[src/rtl/mrd_pkg.sv]
package mrd_pkg;

  // byte codes seen on the response stream
  localparam logic [7:0] CH_LF    = 8'h0A;
  localparam logic [7:0] CH_CR    = 8'h0D;
  localparam logic [7:0] CH_DOT   = 8'h2E;
  localparam logic [7:0] CH_BRACE = 8'h7B;
  localparam logic [7:0] CH_SPACE = 8'h20;
  localparam logic [7:0] CH_TAB   = 8'h09;
  localparam logic [7:0] CH_ZERO  = 8'h30;
  localparam logic [7:0] CH_NINE  = 8'h39;

  // width of the size estimate on the result side
  localparam int unsigned EST_W = 32;

  typedef enum logic [2:0] {
    KIND_REPLY     = 3'd0,
    KIND_BEGIN_DOT = 3'd1,
    KIND_BEGIN_BIN = 3'd2,
    KIND_DATA      = 3'd3,
    KIND_END       = 3'd4
  } kind_e;

  // one result transaction
  typedef struct packed {
    kind_e            kind;
    logic [7:0]       value;
    logic [EST_W-1:0] est;
  } res_t;

  // all results caused by one input byte: one or two
  typedef struct packed {
    logic two;
    res_t r0;
    res_t r1;
  } pair_t;

endpackage

[src/rtl/mrd_front.sv]
module mrd_front
  import mrd_pkg::*;
#(
  parameter int unsigned COUNT_BITS = 32
) (
  input  logic       clk_i,
  input  logic       rst_ni,
  input  logic       valid_i,
  input  logic [7:0] byte_i,
  input  logic       q_full_i,
  output logic       ready_o,
  output logic       q_push_o,
  output pair_t      q_data_o
);

  typedef enum logic [2:0] {
    M_REPLY,
    M_HEAD,
    M_HEAD_SKIP,
    M_DOT,
    M_BCOUNT,
    M_BDATA
  } mode_e;

  localparam int unsigned PW = COUNT_BITS + 4;

  mode_e                 mode_q, mode_d;
  logic                  line_start_q, line_start_d;
  logic                  dot_held_q, dot_held_d;
  logic                  cr_held_q, cr_held_d;
  logic [1:0]            phase_q, phase_d;
  logic [COUNT_BITS-1:0] acc_q, acc_d;
  logic [COUNT_BITS-1:0] chunk_q, chunk_d;
  logic [COUNT_BITS-1:0] remain_q, remain_d;
  logic                  digit_q, digit_d;

  logic        is_space, is_digit, is_lf, fin, take;
  logic [1:0]  n;
  pair_t       pair;

  // saturating decimal step: acc * 10 + digit
  function automatic logic [COUNT_BITS-1:0] add_digit(input logic [COUNT_BITS-1:0] acc,
                                                       input logic [7:0] c);
    logic [PW-1:0] prod;
    logic [3:0]    d;
    d    = 4'(c - CH_ZERO);
    prod = PW'({acc, 3'b000}) + PW'({acc, 1'b0}) + PW'(d);
    if (prod[PW-1 -: 4] != 4'd0) begin
      return '1;
    end
    return prod[COUNT_BITS-1:0];
  endfunction

  // estimate on the result side saturates at the port width
  function automatic logic [EST_W-1:0] to_est(input logic [COUNT_BITS-1:0] v);
    logic [PW-1:0] w;
    w = PW'(v);
    if ((w >> EST_W) != '0) begin
      return '1;
    end
    return EST_W'(v);
  endfunction

  function automatic res_t mk(input kind_e k, input logic [7:0] v, input logic [EST_W-1:0] e);
    res_t r;
    r.kind  = k;
    r.value = v;
    r.est   = e;
    return r;
  endfunction

  assign is_lf    = (byte_i == CH_LF);
  assign is_space = (byte_i == CH_SPACE) || (byte_i >= CH_TAB && byte_i <= CH_CR);
  assign is_digit = (byte_i >= CH_ZERO) && (byte_i <= CH_NINE);

  assign ready_o  = !q_full_i;
  assign take     = valid_i && !q_full_i;
  assign q_push_o = take && (n != 2'd0);
  assign q_data_o = pair;

  // classify one byte and work out the next state and its results
  always_comb begin
    mode_d       = mode_q;
    line_start_d = line_start_q;
    dot_held_d   = dot_held_q;
    cr_held_d    = cr_held_q;
    phase_d      = phase_q;
    acc_d        = acc_q;
    chunk_d      = chunk_q;
    remain_d     = remain_q;
    digit_d      = digit_q;
    fin          = 1'b0;
    n            = 2'd0;
    pair         = '0;

    unique case (mode_q)
      M_HEAD, M_HEAD_SKIP: begin
        // header word parsing
        if (mode_q == M_HEAD) begin
          if (is_space) begin
            fin = 1'b1;
          end else if (phase_d == 2'd0 && byte_i == CH_DOT) begin
            phase_d = 2'd1;
          end else begin
            if (phase_d == 2'd0) begin
              phase_d = 2'd2;
            end
            if (is_digit) begin
              acc_d   = add_digit(acc_d, byte_i);
              digit_d = 1'b1;
            end else if (phase_d == 2'd2 && digit_d) begin
              chunk_d = acc_d;
              acc_d   = '0;
              digit_d = 1'b0;
              phase_d = 2'd3;
            end else begin
              fin = 1'b1;
            end
          end
        end
        // end of the header word settles first chunk and estimate
        if (fin) begin
          if (phase_d == 2'd0) begin
            phase_d = 2'd2;
            chunk_d = '0;
            acc_d   = '0;
          end else if (phase_d == 2'd2) begin
            chunk_d = digit_d ? acc_d : '0;
            acc_d   = '0;
          end
          mode_d = M_HEAD_SKIP;
        end
        // line feed announces the data
        if (is_lf) begin
          if (phase_d == 2'd1) begin
            pair.r0 = mk(KIND_BEGIN_DOT, 8'h00, to_est(acc_d));
            mode_d  = M_DOT;
          end else begin
            pair.r0  = mk(KIND_BEGIN_BIN, 8'h00, to_est(acc_d));
            remain_d = chunk_d;
            if (chunk_d == '0) begin
              mode_d = M_BCOUNT;
            end else begin
              mode_d = M_BDATA;
            end
          end
          n            = 2'd1;
          line_start_d = 1'b1;
          dot_held_d   = 1'b0;
          cr_held_d    = 1'b0;
          phase_d      = 2'd0;
          acc_d        = '0;
          digit_d      = 1'b0;
        end
      end

      M_DOT: begin
        if (is_lf) begin
          if (dot_held_q) begin
            pair.r0      = mk(KIND_END, 8'h00, '0);
            n            = 2'd1;
            mode_d       = M_REPLY;
            line_start_d = 1'b1;
            dot_held_d   = 1'b0;
            cr_held_d    = 1'b0;
            phase_d      = 2'd0;
            acc_d        = '0;
            digit_d      = 1'b0;
            remain_d     = '0;
          end else begin
            cr_held_d    = 1'b0;
            pair.r0      = mk(KIND_DATA, byte_i, '0);
            n            = 2'd1;
            line_start_d = 1'b1;
          end
        end else begin
          // a held cr not followed by lf goes out first
          if (cr_held_q) begin
            pair.r0    = mk(KIND_DATA, CH_CR, '0);
            n          = 2'd1;
            cr_held_d  = 1'b0;
            dot_held_d = 1'b0;
          end
          if (byte_i == CH_CR) begin
            cr_held_d    = 1'b1;
            line_start_d = 1'b0;
          end else if (line_start_q && byte_i == CH_DOT) begin
            dot_held_d   = 1'b1;
            line_start_d = 1'b0;
          end else begin
            if (n == 2'd0) begin
              pair.r0 = mk(KIND_DATA, byte_i, '0);
            end else begin
              pair.r1  = mk(KIND_DATA, byte_i, '0);
              pair.two = 1'b1;
            end
            n            = n + 2'd1;
            dot_held_d   = 1'b0;
            line_start_d = 1'b0;
          end
        end
      end

      M_BCOUNT: begin
        if (is_lf) begin
          if (!digit_q || acc_q == '0) begin
            pair.r0      = mk(KIND_END, 8'h00, '0);
            n            = 2'd1;
            mode_d       = M_REPLY;
            line_start_d = 1'b1;
            dot_held_d   = 1'b0;
            cr_held_d    = 1'b0;
            remain_d     = '0;
          end else begin
            remain_d = acc_q;
            mode_d   = M_BDATA;
          end
          phase_d = 2'd0;
          acc_d   = '0;
          digit_d = 1'b0;
        end else if (phase_q == 2'd2) begin
          // rest of the count line ignored
        end else if (is_digit) begin
          acc_d   = add_digit(acc_q, byte_i);
          digit_d = 1'b1;
          phase_d = 2'd1;
        end else if (!(phase_q == 2'd0 && is_space)) begin
          phase_d = 2'd2;
        end
      end

      M_BDATA: begin
        pair.r0 = mk(KIND_DATA, byte_i, '0);
        n       = 2'd1;
        if (remain_q > COUNT_BITS'(1)) begin
          remain_d = remain_q - COUNT_BITS'(1);
        end else begin
          remain_d = '0;
          mode_d   = M_BCOUNT;
          phase_d  = 2'd0;
          acc_d    = '0;
          digit_d  = 1'b0;
        end
      end

      default: begin
        // reply line
        if (is_lf) begin
          pair.r0      = mk(KIND_REPLY, byte_i, '0);
          n            = 2'd1;
          line_start_d = 1'b1;
        end else if (line_start_q && is_space) begin
          // leading whitespace dropped
        end else if (line_start_q && byte_i == CH_BRACE) begin
          mode_d       = M_HEAD;
          phase_d      = 2'd0;
          acc_d        = '0;
          chunk_d      = '0;
          digit_d      = 1'b0;
          line_start_d = 1'b0;
        end else begin
          pair.r0      = mk(KIND_REPLY, byte_i, '0);
          n            = 2'd1;
          line_start_d = 1'b0;
        end
      end
    endcase
  end

  // deframer state
  always_ff @(posedge clk_i or negedge rst_ni) begin
    if (!rst_ni) begin
      mode_q       <= M_REPLY;
      line_start_q <= 1'b1;
      dot_held_q   <= 1'b0;
      cr_held_q    <= 1'b0;
      phase_q      <= 2'd0;
      acc_q        <= '0;
      chunk_q      <= '0;
      remain_q     <= '0;
      digit_q      <= 1'b0;
    end else if (take) begin
      mode_q       <= mode_d;
      line_start_q <= line_start_d;
      dot_held_q   <= dot_held_d;
      cr_held_q    <= cr_held_d;
      phase_q      <= phase_d;
      acc_q        <= acc_d;
      chunk_q      <= chunk_d;
      remain_q     <= remain_d;
      digit_q      <= digit_d;
    end
  end

endmodule

[src/rtl/mrd_queue.sv]
module mrd_queue
  import mrd_pkg::*;
(
  input  logic  clk_i,
  input  logic  rst_ni,
  input  logic  wr_i,
  input  pair_t wr_data_i,
  output logic  full_o,
  input  logic  rd_i,
  output pair_t rd_data_o,
  output logic  empty_o
);

  localparam int unsigned DEPTH = 4;
  localparam int unsigned AW    = $clog2(DEPTH);

  pair_t         slot_q [DEPTH];
  logic [AW-1:0] wptr_q, rptr_q;
  logic [AW:0]   cnt_q;
  logic          do_wr, do_rd;

  assign full_o    = (cnt_q == (AW + 1)'(DEPTH));
  assign empty_o   = (cnt_q == '0);
  assign do_wr     = wr_i && !full_o;
  assign do_rd     = rd_i && !empty_o;
  assign rd_data_o = slot_q[rptr_q];

  // pointers and fill count
  always_ff @(posedge clk_i or negedge rst_ni) begin
    if (!rst_ni) begin
      wptr_q <= '0;
      rptr_q <= '0;
      cnt_q  <= '0;
    end else begin
      if (do_wr) begin
        wptr_q <= wptr_q + AW'(1);
      end
      if (do_rd) begin
        rptr_q <= rptr_q + AW'(1);
      end
      if (do_wr && !do_rd) begin
        cnt_q <= cnt_q + (AW + 1)'(1);
      end else if (do_rd && !do_wr) begin
        cnt_q <= cnt_q - (AW + 1)'(1);
      end
    end
  end

  // storage
  always_ff @(posedge clk_i) begin
    if (do_wr) begin
      slot_q[wptr_q] <= wr_data_i;
    end
  end

endmodule

[src/rtl/mrd_back.sv]
module mrd_back
  import mrd_pkg::*;
(
  input  logic             clk_i,
  input  logic             rst_ni,
  input  pair_t            q_data_i,
  input  logic             q_empty_i,
  output logic             q_pop_o,
  input  logic             pop,
  output logic             empty,
  output logic [2:0]       kind_o,
  output logic [7:0]       value_o,
  output logic [EST_W-1:0] size_estimate_o,
  output logic             last_o
);

  logic  valid_q;
  logic  idx_q;
  pair_t hold_q;
  res_t  cur;
  logic  is_last, drain, load;

  assign cur     = idx_q ? hold_q.r1 : hold_q.r0;
  assign is_last = idx_q || !hold_q.two;
  assign drain   = valid_q && pop;
  assign load    = (!valid_q || (drain && is_last)) && !q_empty_i;
  assign q_pop_o = load;

  assign empty           = !valid_q;
  assign kind_o          = cur.kind;
  assign value_o         = cur.value;
  assign size_estimate_o = cur.est;
  assign last_o          = is_last;

  // output holding register, steps through the one or two results of a pair
  always_ff @(posedge clk_i or negedge rst_ni) begin
    if (!rst_ni) begin
      valid_q <= 1'b0;
      idx_q   <= 1'b0;
    end else if (load) begin
      valid_q <= 1'b1;
      idx_q   <= 1'b0;
    end else if (drain) begin
      if (is_last) begin
        valid_q <= 1'b0;
        idx_q   <= 1'b0;
      end else begin
        idx_q <= 1'b1;
      end
    end
  end

  always_ff @(posedge clk_i) begin
    if (load) begin
      hold_q <= q_data_i;
    end
  end

endmodule

[src/rtl/mail_response_deframer_unit.sv]
// Response stream deframer: takes one received byte per transaction and
// returns reply-line bytes, begin markers with size estimates, data bytes and
// end markers. A byte is taken every cycle while full is low; the front
// classifier updates its state in the same cycle and writes any results of
// the byte as a pair of one or two into a four-deep queue. The result side
// delivers one result per cycle while pop is high, so a byte that yields two
// results (a held CR released in front of the next dot-data byte) hands them
// out as two results in turn. A byte's results pass through the queue and
// then the output holding register before they appear on the result ports;
// full rises only when the queue of pairs is full.
module mail_response_deframer_unit
  import mrd_pkg::*;
#(
  parameter int unsigned COUNT_BITS = 32
) (
  input  logic             clk_i,
  input  logic             rst_ni,
  input  logic             push,
  output logic             full,
  input  logic [7:0]       rx_byte_i,
  output logic             empty,
  input  logic             pop,
  output logic [2:0]       kind_o,
  output logic [7:0]       value_o,
  output logic [EST_W-1:0] size_estimate_o,
  output logic             last_o
);

  logic  ready, q_push, q_full, q_pop, q_empty;
  pair_t q_wdata, q_rdata;

  assign full = !ready;

  mrd_front #(
    .COUNT_BITS(COUNT_BITS)
  ) u_front (
    .clk_i   (clk_i),
    .rst_ni  (rst_ni),
    .valid_i (push),
    .byte_i  (rx_byte_i),
    .q_full_i(q_full),
    .ready_o (ready),
    .q_push_o(q_push),
    .q_data_o(q_wdata)
  );

  mrd_queue u_queue (
    .clk_i    (clk_i),
    .rst_ni   (rst_ni),
    .wr_i     (q_push),
    .wr_data_i(q_wdata),
    .full_o   (q_full),
    .rd_i     (q_pop),
    .rd_data_o(q_rdata),
    .empty_o  (q_empty)
  );

  mrd_back u_back (
    .clk_i          (clk_i),
    .rst_ni         (rst_ni),
    .q_data_i       (q_rdata),
    .q_empty_i      (q_empty),
    .q_pop_o        (q_pop),
    .pop            (pop),
    .empty          (empty),
    .kind_o         (kind_o),
    .value_o        (value_o),
    .size_estimate_o(size_estimate_o),
    .last_o         (last_o)
  );

endmodule
[config.mk]
export PLATFORM = sky130hd
export DESIGN_NAME = mail_response_deframer_unit
export DESIGN_NICKNAME = d
export VERILOG_FILES = /design/src/rtl/mrd_pkg.sv /design/src/rtl/mrd_front.sv /design/src/rtl/mrd_queue.sv /design/src/rtl/mrd_back.sv /design/src/rtl/mail_response_deframer_unit.sv
export SDC_FILE = /design/constraint.sdc
export NUM_CORES = 1
export LEC_CHECK = 0
export BUFFER_PORTS_ARGS = -buffer_cell sky130_fd_sc_hd__buf_2
export CAP_MARGIN = 20
export CORE_MARGIN = 2
export CORE_UTILIZATION = 65
export CTS_BUF_LIST = sky130_fd_sc_hd__clkbuf_8
export CTS_CLUSTER_SIZE = 8
export DETAILED_ROUTE_END_ITERATION = 12
export GPL_TIMING_DRIVEN = 0
export HOLD_SLACK_MARGIN = 0.08
export PLACE_DENSITY_LB_ADDON = 0.15
export SLEW_MARGIN = 20
export SYNTH_ARGS = -nofsm -noshare
export SYNTH_HDL_FRONTEND = slang
export SYNTH_SLANG_ARGS = --single-unit
export TNS_END_PERCENT = 5
[constraint.sdc]
create_clock -name clk_i -period 6.2 [get_ports clk_i]
set_input_delay 0.31 -clock clk_i [delete_from_list [all_inputs] [get_ports clk_i]]
set_output_delay 0.31 -clock clk_i [all_outputs]
set_load 0.005 [all_outputs]
After elaboration in Yosys (flattened, before gate mapping):

Memories as Yosys holds them, arrays and structs flattened. A register that Yosys moved wholly into a read port is not among the register bits.
Index checks and enable logic that the tools add are counted.

* add/subtract/negate cells: 9
* order comparisons: 5
* equal/unequal tests: 32
* multiplexer cells: 180
* bitwise operators: 2
* reduce and logical (&&, ||, !) cells: 54

Operator list (number)
* 32-bit 2-to-1 mux: 38
* 43-bit 2-to-1 mux: 10
* 32-bit one-hot mux with 4 select lines: 2
* 87-bit 2-to-1 mux: 2
* 43-bit one-hot mux with 4 select lines: 1
* 42-bit 2-to-1 mux: 4
* 1-bit 2-to-1 mux: 68
* 2-bit 2-to-1 mux: 33
* 32-bit logical NOT: 2
* 32-bit one-hot mux with 2 select lines: 1
* 40-bit 2-to-1 mux: 1
* 3-bit 2-to-1 mux: 13
* 35-bit by 33-bit adder with 36-bit output: 1
* 36-bit by 4-bit adder with 36-bit output: 1
* 32-bit by 1-bit > comparator with 1-bit output (second input constant): 1
* 32-bit by 1-bit subtractor with 32-bit output (second input constant): 1
* 9-bit AND reduction: 3
* 1-bit logical AND: 17
* 8-bit by 4-bit equality test with 1-bit output (second input constant): 2
* 8-bit by 6-bit equality test with 1-bit output (second input constant): 2
* 2-bit one-hot mux with 4 select lines: 2
* 3-bit one-hot mux with 4 select lines: 1
* 6-bit AND reduction: 2
* 2-bit by 1-bit != test with 1-bit output (second input constant): 5
* 35 further kinds: 69

* bits in registers: 114
* RAM bits: 348
* bits of input ports: 12
* output and inout bits: 46
* word-level logic and storage cells: 297
* memories kept: 1

Memories
* u_queue.slot_q: words 4, width 87, read ports 1, clocked after memory_dff 1, write ports 1, RTL line mrd_queue.sv:17 `pair_t slot_q [DEPTH];`

Logic depth before layout (Yosys ltp):

Gate-level depths: netlist (run 1).

* word-level depth: 26
* mapped depth: 17
* gate-level depth less buffers: 16

Cells and area by module:

Synthesis (run 1) repeated with hierarchy kept, for this count alone.

* cells, all modules: 1834
* area, all modules: 25750.9 um2

By module, submodules not included
* mrd_queue: instances 1, cells each 491, area an instance 12962.4 um2, sequential area each 10625.2 um2
* mrd_front: instances 1, cells each 1197, area an instance 9345.2 um2, sequential area each 2628.8 um2
* mrd_back: instances 1, cells each 145, area an instance 3439.5 um2, sequential area each 2662.6 um2
* mail_response_deframer_unit: instances 1, cells each 1, area an instance 3.8 um2, sequential area each 0.0 um2

Worst setup path after synthesis (run 1):

Ideal clock, no wire load.

* path type: flip-flop to flip-flop
* start: register u_back.idx_q
* end: register u_queue.cnt_q[1]
* library setup time: 0.125 ns
* data arrival time: 4.747 ns
* data required time: 6.075 ns
* slack: 1.328 ns
* stages on the path, launching flop included: 10
* path buffers: 1
* period minus slack after synthesis: 4.872 ns
* cells stage by stage: dfrtp_1 -> clkbuf_1 -> nand2b_1 -> nand2_1 -> a21oi_1 -> inv_1 -> ha_1 -> inv_1 -> fa_1 -> mux2_2

* word-level cells in the longest chain between the ends: 8
* elaborated cells between the ends (all ways): 10
* classes of those cells: mux: 1; reduce/logical: 9

RTL lines
* from (decl): RTL line mrd_back.sv:18 `logic idx_q;`
* from (signal assigned): RTL line mrd_back.sv:39 `idx_q <= 1'b0;`
* from (signal assigned): RTL line mrd_back.sv:42 `idx_q <= 1'b0;`
* from (signal assigned): RTL line mrd_back.sv:46 `idx_q <= 1'b0;`
* 1-bit logical OR (*): RTL line mrd_back.sv:24 `assign is_last = idx_q || !hold_q.two;`
* named net last_o: RTL line mail_response_deframer_unit.sv:26 `output logic last_o`
* 1-bit logical AND (*): RTL line mrd_back.sv:26 `assign load = (!valid_q || (drain && is_last)) && !q_empty_i;`
* 1-bit logical OR (*): RTL line mrd_back.sv:26
* 1-bit logical AND (*): RTL line mrd_back.sv:26
* named net q_pop: RTL line mail_response_deframer_unit.sv:29 `logic ready, q_push, q_full, q_pop, q_empty;`
* 1-bit logical AND (*): RTL line mrd_queue.sv:25 `assign do_rd = rd_i && !empty_o;`
* 1-bit logical NOT: RTL line mrd_queue.sv:41 `if (do_wr && !do_rd) begin`
* 1-bit logical AND: RTL line mrd_queue.sv:41
* 3-bit 2-to-1 mux or 2-bit nonzero test (tied branches)
* to (signal assigned): RTL line mrd_queue.sv:42 `cnt_q <= cnt_q + (AW + 1)'(1);`
* to (signal assigned): RTL line mrd_queue.sv:44 `cnt_q <= cnt_q - (AW + 1)'(1);`
* to (decl): RTL line mrd_queue.sv:19 `logic [AW:0] cnt_q;`

The timed path passes the listed nets; every way through them passes the cells marked *.
A chain may end at the register's enable or synchronous reset.

==> flow_summary.json, run 1 <==
{
  "power_per_cell_area_nw_per_um2": 363,
  "path_class": "flip-flop to flip-flop",
  "dp_slack_ns": 1.62,
  "maxCapViolCount": 0,
  "final_common_cell": "edfxtp_1",
  "fin_ws_ns": 1.44,
  "drc": 0,
  "die_w_um": 176,
  "ys_ff_latch": 374,
  "io-pin-count": 58,
  "finalCritPeriodShare": 0.768,
  "cts_buffer_depth": 3,
  "drtIter0Drc": 1666,
  "regToRegSetupSlack_ns": 1.44,
  "reg2reg_from": "u_front.acc_q[0]",
  "syn_nets": 1685,
  "worst_slew_pin_slew_ns": 0.993,
  "fin_worst_skew_ns": 0.0398,
  "r2r-end": "u_queue.slot_q[2][52]",
  "cp_max_fo": 10,
  "ys_seq_area_frac": 0.557,
  "async_reset_ff_frac": 0.305,
  "drive_above_1_share": 0.142,
  "num_rows": 62,
  "antenna_found_initial": 0,
  "cts_sinks": 374,
  "root_buffer": "clkbuf_8",
  "synth.cell_area_um2": 19100,
  "cts_tree": "built",
  "htree_levels": 2,
  "cts_inserted_buffers": 58,
  "nets": 1810,
  "dp_hpwl_um": 34200,
  "holdPathEnd": "u_queue.slot_q[0][81]",
  "synthFlopType": "edfxtp_1",
  "worstSetupEndpointType": "flip-flop",
  "synth.avg_cell_area_um2": 12.0,
  "grt_pass1_vias": 13731,
  "final_antenna_net_count": 0,
  "finalWirelength_um": 47600,
  "place.gp.congestion": 0.961,
  "initial_core_util": 0.663,
  "wl_per_cell_um": 22.1,
  "grt_max_degree": 67,
  "track_usage": 0.315,
  "core_area_um2": 28900,
  "relSlewSlack": 0.338,
  "final_hold_viol_count": 0,
  "ys_warn_count": 0,
  "required_ns": 6.53,
  "port_buffers": 56,
  "post_cts_buffers": 0,
  "synth_area_leader_cell": "edfxtp_1",
  "areaGrowthSynthToFinish_pct": 10.8,
  "fin_crit_ns": 4.76,
  "crit_arrival_ns": 5.09,
  "hold_depth": 2,
  "status": "finished clean",
  "syn_inst": 1598,
  "yosys-top-cells-area": "edfxtp_1 41%, dfrtp_1 15%, mux4_2 6.1%",
  "startpoint_type": "flip-flop",
  "holdCritStartpoint": "rx_byte_i[6]",
  "fmax_mhz": 210,
  "via_count": 13948,
  "diodes": 0,
  "finalSetupViolCount": 0,
  "synth_edf_count": 260,
  "leakagePower_nw": 8.55,
  "clk_latency_ns": 0.62,
  "ir_drop_v": 0.000240,
  "most-common-layout-cells": "260 x edfxtp_1, 154 x nand2_1, 124 x nor2_1",
  "p_total_mw": 7.71,
  "grt_overflow": 0,
  "synthDistinctLibCells": 86,
  "grt_pass1_wl_um": 75200,
  "clkSlewWorstSetupHoldPaths_ns": 0.07,
  "vias_per_cell": 6.47,
  "hold_path_class": "primary input to flip-flop",
  "rsz0062_at_grt": "no",
  "die_h_um": 176,
  "drt_pass1_iterations": 6,
  "reg2regPathDepth": 13,
  "synth.top_cell.area_share": 0.408,
  "slew_viol_final": 0,
  "dieArea_um2": 30800
}
[Yosys cell counts (all sizes together), types with 12 or more instances]
cell      n
dfrtp   113
and2     35
nand4    12
a22o     29
nor3     31
xnor2    29
a21o     26
mux4     52
mux2i    14
and3     16
a222oi   16
nor4     21
inv      29
nor2    125
mux2     13
buf      25
ha       72
xor2     25
a21oi    95
nor2b    38
clkbuf   65
nand2   156
edfxtp  260
nand3    20
o21ai   128
[worst max path at each step]
stage                     startpoint               endpoint  cells past startpoint
finish              u_front.acc_q[0]  u_queue.slot_q[2][52]                     13
global route        u_front.acc_q[2]  u_queue.slot_q[2][59]                     13
CTS                 u_front.acc_q[0]  u_queue.slot_q[1][52]                     13
detailed placement  u_front.acc_q[0]  u_queue.slot_q[1][52]                     13
global placement        u_back.idx_q       u_queue.cnt_q[1]                      9
floorplan               u_back.idx_q       u_queue.cnt_q[1]                      9
[power breakdown]
| group | switching, mW | internal [mW] | leakage, nW |
|---|---|---|---|
| Sequential | 0.155 | 3.27 | 3.99 |
| Clock | 0.949 | 0.991 | 0.681 |
| Combinational | 1.39 | 0.946 | 3.87 |
[state kept, by name, indices dropped and copies added (netlist names), 2 cells and up]
signal	cells
u_back.hold_q	52
u_front.mode_q	3
u_queue.wptr_q	2
u_front.remain_q	32
u_front.chunk_q	32
u_queue.slot_q	208
u_front.phase_q	2
u_front.acc_q	32
u_queue.rptr_q	2
u_queue.cnt_q	3
[repair_timing]
action | 4_1_cts | 5_1_grt
hold endpoints to repair | 49 | 0
hold buffers | 2 | 0
gates resized for setup | 0 | 0
[layout make-up]
type	instances	area, um2
Sequential cell	374	10700
Inverter	29	109
Timing Repair Buffer	65	469
Multi-Input combinational cell	1105	7990
Clock inverter	45	219
Buffer	90	395
Tap cell	384	480
Fill cell	2007	7650
Clock buffer	64	881
[through the flow]
step	hold WS, ns	instance area, um2	util	cells	setup TNS [ns]
finish	0.120	21200	0.735	2156	0
detailed placement	0.294	20100	0.696	2045	0
CTS	0.102	21200	0.735	2156	0
global placement	0.464	19900	0.689	2038	-0.828
global route	0.134	21200	0.735	2156	0
floorplan	0.0144	19100	-	1598	0
[logic make-up (layout without fill, tap and decap cells)]
| logic type | Yosys count | in the layout | share of synthesized area |
|---|---|---|---|
| muxes | 79 | 79 | 0.0762 |
| xor gates and xnor gates | 54 | 54 | 0.0247 |
| and+or+nand+nor | 499 | 499 | 0.129 |
| adders and majority gates | 75 | 75 | 0.0502 |
| AOI/OAI and AO/OA | 398 | 398 | 0.137 |
| buffers and inverters | 119 | 293 | 0.0262 |
| DFF | 374 | 374 | 0.557 |
[worst max-delay path: stages, from the launching register on]
cell and delay, ns:
dfrtp_1 0.53, fa_1 0.59, inv_1 0.06, fa_1 0.38
nand2b_1 0.19, a21o_1 0.21, a2111oi_0 0.71, o21a_1 0.30
a2bb2oi_1 0.25, mux2i_1 0.12, o2111ai_1 0.19, buf_2 0.27
o21ai_0 0.12, a21oi_1 0.55
[layer usage]
metal / global-route usage / up-vias / wire, um / part of all wire
met5: 0 / - / 0 / 0
met4: 0.119 / 0 / 1470 / 0.031
met3: 0.0487 / 114 / 4210 / 0.088
met2: 0.498 / 717 / 22300 / 0.47
met1: 0.449 / 6789 / 19600 / 0.41
li1: - / 6328 / - / -
Power figures use the tool's default switching activity.
==> run 2: changes to the inputs <==
--- a/config.mk
+++ b/config.mk
@@ -5,6 +5,7 @@
 export SDC_FILE = /design/constraint.sdc
 export NUM_CORES = 1
 export LEC_CHECK = 0
+export ABC_AREA = 1
 export BUFFER_PORTS_ARGS = -buffer_cell sky130_fd_sc_hd__buf_2
 export CAP_MARGIN = 20
 export CORE_MARGIN = 2
==> constraint.sdc (replaced) <==
create_clock -name clk_i -period 4.5 [get_ports clk_i]
set_input_delay 0.225 -clock clk_i [delete_from_list [all_inputs] [get_ports clk_i]]
set_output_delay 0.225 -clock clk_i [all_outputs]
set_load 0.005 [all_outputs]
==> flow_summary.json, run 2 <==
{
  "status": "finished clean",
  "diodes": 0,
  "cts_sinks": 374,
  "ys_seq_area_frac": 0.507,
  "relSlewSlack": 0.410,
  "ys_ff_latch": 374,
  "fmax_mhz": 240,
  "final_common_cell": "nand2_1",
  "ir_drop_v": 0.000714,
  "dp_hpwl_um": 46300,
  "grt_pass1_wl_um": 96700,
  "place.gp.congestion": 0.981,
  "initial_core_util": 0.663,
  "cp_max_fo": 10,
  "drt_pass1_iterations": 6,
  "yosys-top-cells-area": "edfxtp_1 37%, dfrtp_1 13%, nand2_1 9.6%",
  "port_buffers": 56,
  "antenna_found_initial": 0,
  "multiInputGateArea_um2": 8860,
  "cts_inserted_buffers": 58,
  "synth_area_leader_cell": "edfxtp_1",
  "synth.top_cell.area_share": 0.371,
  "power_per_cell_area_nw_per_um2": 737,
  "synth.avg_cell_area_um2": 8.48,
  "crit_arrival_ns": 4.64,
  "muxShareOfSynthArea": 0.000535,
  "synth_edf_count": 260,
  "dp_slack_ns": 0.202,
  "io-pin-count": 58,
  "async_reset_ff_frac": 0.305,
  "synthAdderAreaFrac": 0.0457,
  "worst_path_most_repeated_cell": "nand2_1",
  "synth_top_family_by_area": "simple AND/OR/NAND/NOR gates",
  "cts_buffer_depth": 3,
  "grt_overflow": 0,
  "synthFlopType": "edfxtp_1",
  "fin_worst_skew_ns": 0.0377,
  "syn_nets": 2569,
  "die_w_um": 184,
  "leakagePower_nw": 10.5,
  "num_rows": 65,
  "route.met2.wl_um": 30200,
  "synth-compound-area-share": 0.140,
  "most-common-layout-cells": "536 x nand2_1, 349 x nor2_1, 287 x inv_1",
  "clkSlewWorstSetupHoldPaths_ns": 0.06,
  "drc": 0,
  "synth_commonest_cells": "536 x nand2_1, 354 x nor2_1, 260 x edfxtp_1, 259 x inv_1, 255 x o21ai_0",
  "drtIter0Drc": 2169,
  "worst_slew_pin_slew_ns": 0.882,
  "final_antenna_net_count": 0,
  "clk_latency_ns": 0.63,
  "grt_max_degree": 76,
  "cp.buffers_inverters": 4,
  "stdcell_count": 3057,
  "synthXorXnorAreaFrac": 0.0212,
  "finalCritPeriodShare": 0.927,
  "worstSetupEndpointType": "flip-flop",
  "reg2reg_from": "u_front.acc_q[1]",
  "regMostFlops": "u_queue.slot_q",
  "track_usage": 0.375,
  "wl_met1_um": 23900,
  "ys_warn_count": 0,
  "nets": 2701,
  "startpoint_type": "flip-flop",
  "drive_above_1_share": 0.107,
  "cp_slowest_cell": "fa_1",
  "root_buffer": "clkbuf_8",
  "slew_viol_final": 0,
  "core_area_um2": 31700,
  "utilization": 0.735,
  "register_area_um2": 10700,
  "htree_levels": 2,
  "placed_area_um2": 22100,
  "vias_per_cell": 6.04,
  "top_layer": "met4",
  "grt_pass1_vias": 18081,
  "tns_ns": 0,
  "hold_path_class": "primary input to asynchronous set/reset pin",
  "dieArea_um2": 33800,
  "hold_ws_ns": 0.0902,
  "via_count": 18461,
  "regToRegSetupSlack_ns": 0.33,
  "wl_met3_um": 5300,
  "final_hold_viol_count": 0,
  "fin_ws_ns": 0.330,
  "maxCapViolCount": 0,
  "synthDistinctLibCells": 60,
  "dp_cells": 2951,
  "synth.cell_area_um2": 21000,
  "required_ns": 4.97,
  "die_h_um": 184,
  "yosys.area_share.simple": 0.210,
  "max_stage_delay_ns": 0.47,
  "r2r-end": "u_front.remain_q[29]",
  "finalWirelength_um": 62700,
  "reg2regPathDepth": 27,
  "path_class": "flip-flop to flip-flop",
  "wl_per_cell_um": 20.5,
  "largestRegisters": "u_queue.slot_q: 208 flops, u_back.hold_q: 52 flops",
  "p_total_mw": 17.2,
  "syn_inst": 2482,
  "fillCellCount": 2392,
  "cts_tree": "built",
  "finalSetupViolCount": 0,
  "path_delay_family": "simple AND/OR/NAND/NOR gates",
  "final_area_um2": 23300,
  "areaGrowthSynthToFinish_pct": 10.8,
  "synth.most_common_cell": "nand2_1",
  "fin_crit_ns": 4.17,
  "largest_register_ffs": 208
}
## run 2: changes by cell type after synthesis, moves of 18 or more
cell	previous run	this run
nand2_1	154	536
inv_1	29	259
nor2_1	124	354
o21ai_0	94	255
o22ai_1	8	101
mux4_2	52	0
nand3_1	19	63
nor2b_1	38	0
and2_1	35	2
inv_2	0	32
a22o_1	29	0
a21o_1	26	2
xnor2_1	29	11
## run 2: worst register-to-register path, delay by kind of cell (launching register included)
kind	cells	cell delay, ns
simple gates	17	1.58
fa+ha+maj	3	1.02
compound gates	3	0.52
buf+inv	4	0.45
flops	1	0.46
## run 2: worst max-delay path by stage
| stage | slack, ns | depth (start not counted) | endpoint | start |
|---|---|---|---|---|
| floorplan | 0.03 | 9 | u_queue.slot_q[0][32] | u_front.mode_q[2] |
| detailed placement | 0.20 | 27 | u_front.mode_q[0] | u_front.acc_q[1] |
| global placement | -2.16 | 7 | u_queue.slot_q[3][55] | u_front.acc_q[17] |
| global route | -0.006 | 27 | u_front.mode_q[0] | u_front.acc_q[1] |
| finish | 0.33 | 27 | u_front.remain_q[29] | u_front.acc_q[1] |
| CTS | 0.17 | 27 | u_front.mode_q[0] | u_front.acc_q[1] |
## run 2: cell families (layout without fill, tap and decap cells)
kind of cell / after synthesis / after routing
compound gates: 529 / 529
simple gates: 1054 / 1054
xor+xnor: 51 / 51
buf+inv: 398 / 571
flops: 374 / 374
fa+ha+maj: 75 / 75
mux: 1 / 1
## run 2: routing by layer
layer  vias to the layer above  track usage
met3                       212       0.0543
met5                         -            0
met4                         0        0.195
li1                       8578            -
met2                      1070        0.639
met1                      8601        0.468
## run 2: layout make-up
class | count | area share
Sequential cell | 374 | 0.457
Multi-Input combinational cell | 1710 | 0.380
Inverter | 293 | 0.0474
Clock buffer | 65 | 0.0384
Timing Repair Buffer | 72 | 0.0263
Tap cell | 402 | 0.0216
Buffer | 105 | 0.0210
Clock inverter | 36 | 0.00821
## run 2: repair_timing
item,4_1_cts,5_1_grt
buffers inserted,0,1
hold buffers,4,0
endpoints found under the setup margin,0,3
endpoints found under the hold margin,131,0
resized for setup,0,11
## run 2: power breakdown
part / internal (mW) / switching [mW]
clock: 1.37 / 1.32
sequential: 4.86 / 0.588
combinational: 2.84 / 6.20
total: 9.07 / 8.11
==> run 3: changes to the inputs <==
--- a/config.mk
+++ b/config.mk
@@ -5,7 +5,6 @@
 export SDC_FILE = /design/constraint.sdc
 export NUM_CORES = 1
 export LEC_CHECK = 0
-export ABC_AREA = 1
 export BUFFER_PORTS_ARGS = -buffer_cell sky130_fd_sc_hd__buf_2
 export CAP_MARGIN = 20
 export CORE_MARGIN = 2
==> flow_summary.json, run 3 (synthesized netlist as in run 1, its figures left out) <==
{
  "status": "finished clean",
  "initial_core_util": 0.663,
  "r2r-end": "u_queue.slot_q[2][59]",
  "diodes": 0,
  "relSlewSlack": 0.337,
  "max_stage_delay_ns": 0.55,
  "drc": 0,
  "final_antenna_net_count": 0,
  "dp_cells": 2045,
  "port_buffers": 56,
  "place.gp.congestion": 0.954,
  "grt_pass1_vias": 13653,
  "startpoint": "u_front.acc_q[0]",
  "drive_above_1_share": 0.145,
  "regMostFlops": "u_queue.slot_q",
  "cp_slowest_cell": "fa_1",
  "wl_per_cell_um": 22.3,
  "cts_tree": "built",
  "fmax_mhz": 233,
  "reg2regPathDepth": 13,
  "cts_sinks": 374,
  "rsz0062_at_grt": "no",
  "cp.buffers_inverters": 2,
  "finalWirelength_um": 48000,
  "io-pin-count": 58,
  "ir_drop_v": 0.000349,
  "utilization": 0.736,
  "areaGrowthSynthToFinish_pct": 11.0,
  "largestRegisters": "u_queue.slot_q: 208 flops, u_back.hold_q: 52 flops",
  "power_per_cell_area_nw_per_um2": 497,
  "tns_ns": 0,
  "maxCapViolCount": 0,
  "worst_path_most_repeated_cell": "fa_1",
  "crit_arrival_ns": 4.61,
  "p_total_mw": 10.5,
  "grt_max_degree": 76,
  "grt_pass1_wl_um": 75700,
  "worstSetupEndpointType": "flip-flop",
  "core_area_um2": 28900,
  "drt_pass1_iterations": 6,
  "finalCritPeriodShare": 0.953,
  "p_switching_mw": 3.42,
  "path_class": "flip-flop to flip-flop",
  "antenna_found_initial": 0,
  "fin_crit_ns": 4.29,
  "internal-power_mw": 7.12,
  "post_cts_buffers": 0,
  "cp_max_fo": 10,
  "grt_overflow": 0,
  "required_ns": 4.82,
  "dieArea_um2": 30800,
  "nets": 1815,
  "vias_per_cell": 6.44,
  "regToRegSetupSlack_ns": 0.21,
  "hold_path_class": "primary input to asynchronous set/reset pin",
  "comb_power_share": 0.305,
  "most-common-layout-cells": "260 x edfxtp_1, 154 x nand2_1, 124 x nor2_1",
  "path_cells": "fa_1 -> inv_1 -> fa_1 -> nand2b_1 -> a21o_1 -> a2111oi_2 -> o21a_1 -> a2bb2oi_1 -> mux2i_1 -> o2111ai_1 -> buf_2 -> o21ai_0 -> a21oi_2",
  "die_w_um": 176,
  "cts_buffer_depth": 3,
  "stdcell_count": 2156,
  "final_common_cell": "edfxtp_1",
  "die_h_um": 176,
  "dp_hpwl_um": 34700,
  "clockPowerShare": 0.246,
  "slew_viol_final": 0,
  "drtIter0Drc": 1577,
  "reg2reg_from": "u_front.acc_q[0]",
  "power_frac_seq": 0.448,
  "clk_latency_ns": 0.62,
  "finalSetupViolCount": 0,
  "endpoint": "u_queue.slot_q[2][59]",
  "via_count": 13876,
  "htree_levels": 2,
  "largest_register_ffs": 208,
  "num_rows": 62,
  "cp.depth": 13,
  "worst_slew_pin_slew_ns": 0.994,
  "hold_ws_ns": 0.0934,
  "swShare": 0.325,
  "root_buffer": "clkbuf_8",
  "track_usage": 0.316,
  "startpoint_type": "flip-flop",
  "clkSlewWorstSetupHoldPaths_ns": 0.06,
  "path_delay_family": "compound AO/OA/AOI/OAI gates",
  "leakagePower_nw": 8.52,
  "cts_inserted_buffers": 59,
  "final_hold_viol_count": 0,
  "fin_worst_skew_ns": 0.0398
}
run 3: per-stage QoR:
| step | worst slack, ns | cell area [um2] |
|---|---|---|
| 6_report | 0.209 | 21200 |
| 5_1_grt | 0.0295 | 21200 |
| 4_1_cts | 0.0395 | 21200 |
| 3_5_place_dp | -0.160 | 20100 |
| 3_3_place_gp | -0.827 | 19900 |
| 2_1_floorplan | 0.533 | 19100 |
run 3: per-layer routing:
layer	vias to the layer above	global-route usage	share of wire
met5	-	0	0
met4	0	0.0851	0.023
met3	99	0.0463	0.077
met2	659	0.512	0.48
met1	6787	0.455	0.42
li1	6331	-	-
run 3: power groups by stage:
stage	logic, mW	clock network (mW)	registers, mW
after floorplan	2.12	0	4.72
after global routing	3.48	2.77	4.78
after detailed placement	3.21	0	4.79
final	3.22	2.60	4.73
after global placement	3.00	0	4.79
after CTS	3.22	2.62	4.73
run 3: what timing repair did:
item / CTS / global route
setup endpoints to repair: 28 / 52
hold buffers: 6 / 0
hold endpoints to repair: 129 / 0
gates resized for setup: 3 / 6
run 3: area by class of cell:
cell class,instances,area [um2]
sequential,374,10700
multi-input combinational,1105,8020
fill,2006,7620
clock buffer,61,840
timing repair buffer,69,509
tap,384,480
buffer,90,394
clock inverter,44,220
inverter,29,109
run 3: how the worst min path moves through the flow:
stage | start | to | cells past startpoint
2_1_floorplan | rst_ni | u_back.idx_q | 0
3_3_place_gp | u_front.chunk_q[11] | u_front.chunk_q[11] | 2
3_5_place_dp | rst_ni | u_back.idx_q | 1
4_1_cts | rx_byte_i[5] | u_queue.slot_q[2][37] | 3
5_1_grt | rx_byte_i[5] | u_queue.slot_q[1][37] | 3
6_report | rst_ni | u_queue.cnt_q[2] | 2
run 3: worst register-to-register path: stages (launching register included):
cell       delay, ns
dfrtp_2         0.50
fa_1            0.55
inv_1           0.06
fa_1            0.39
nand2b_1        0.18
a21o_1          0.21
a2111oi_2       0.43
o21a_1          0.28
a2bb2oi_1       0.23
mux2i_1         0.25
o2111ai_1       0.25
buf_2           0.26
o21ai_0         0.26
a21oi_2         0.17
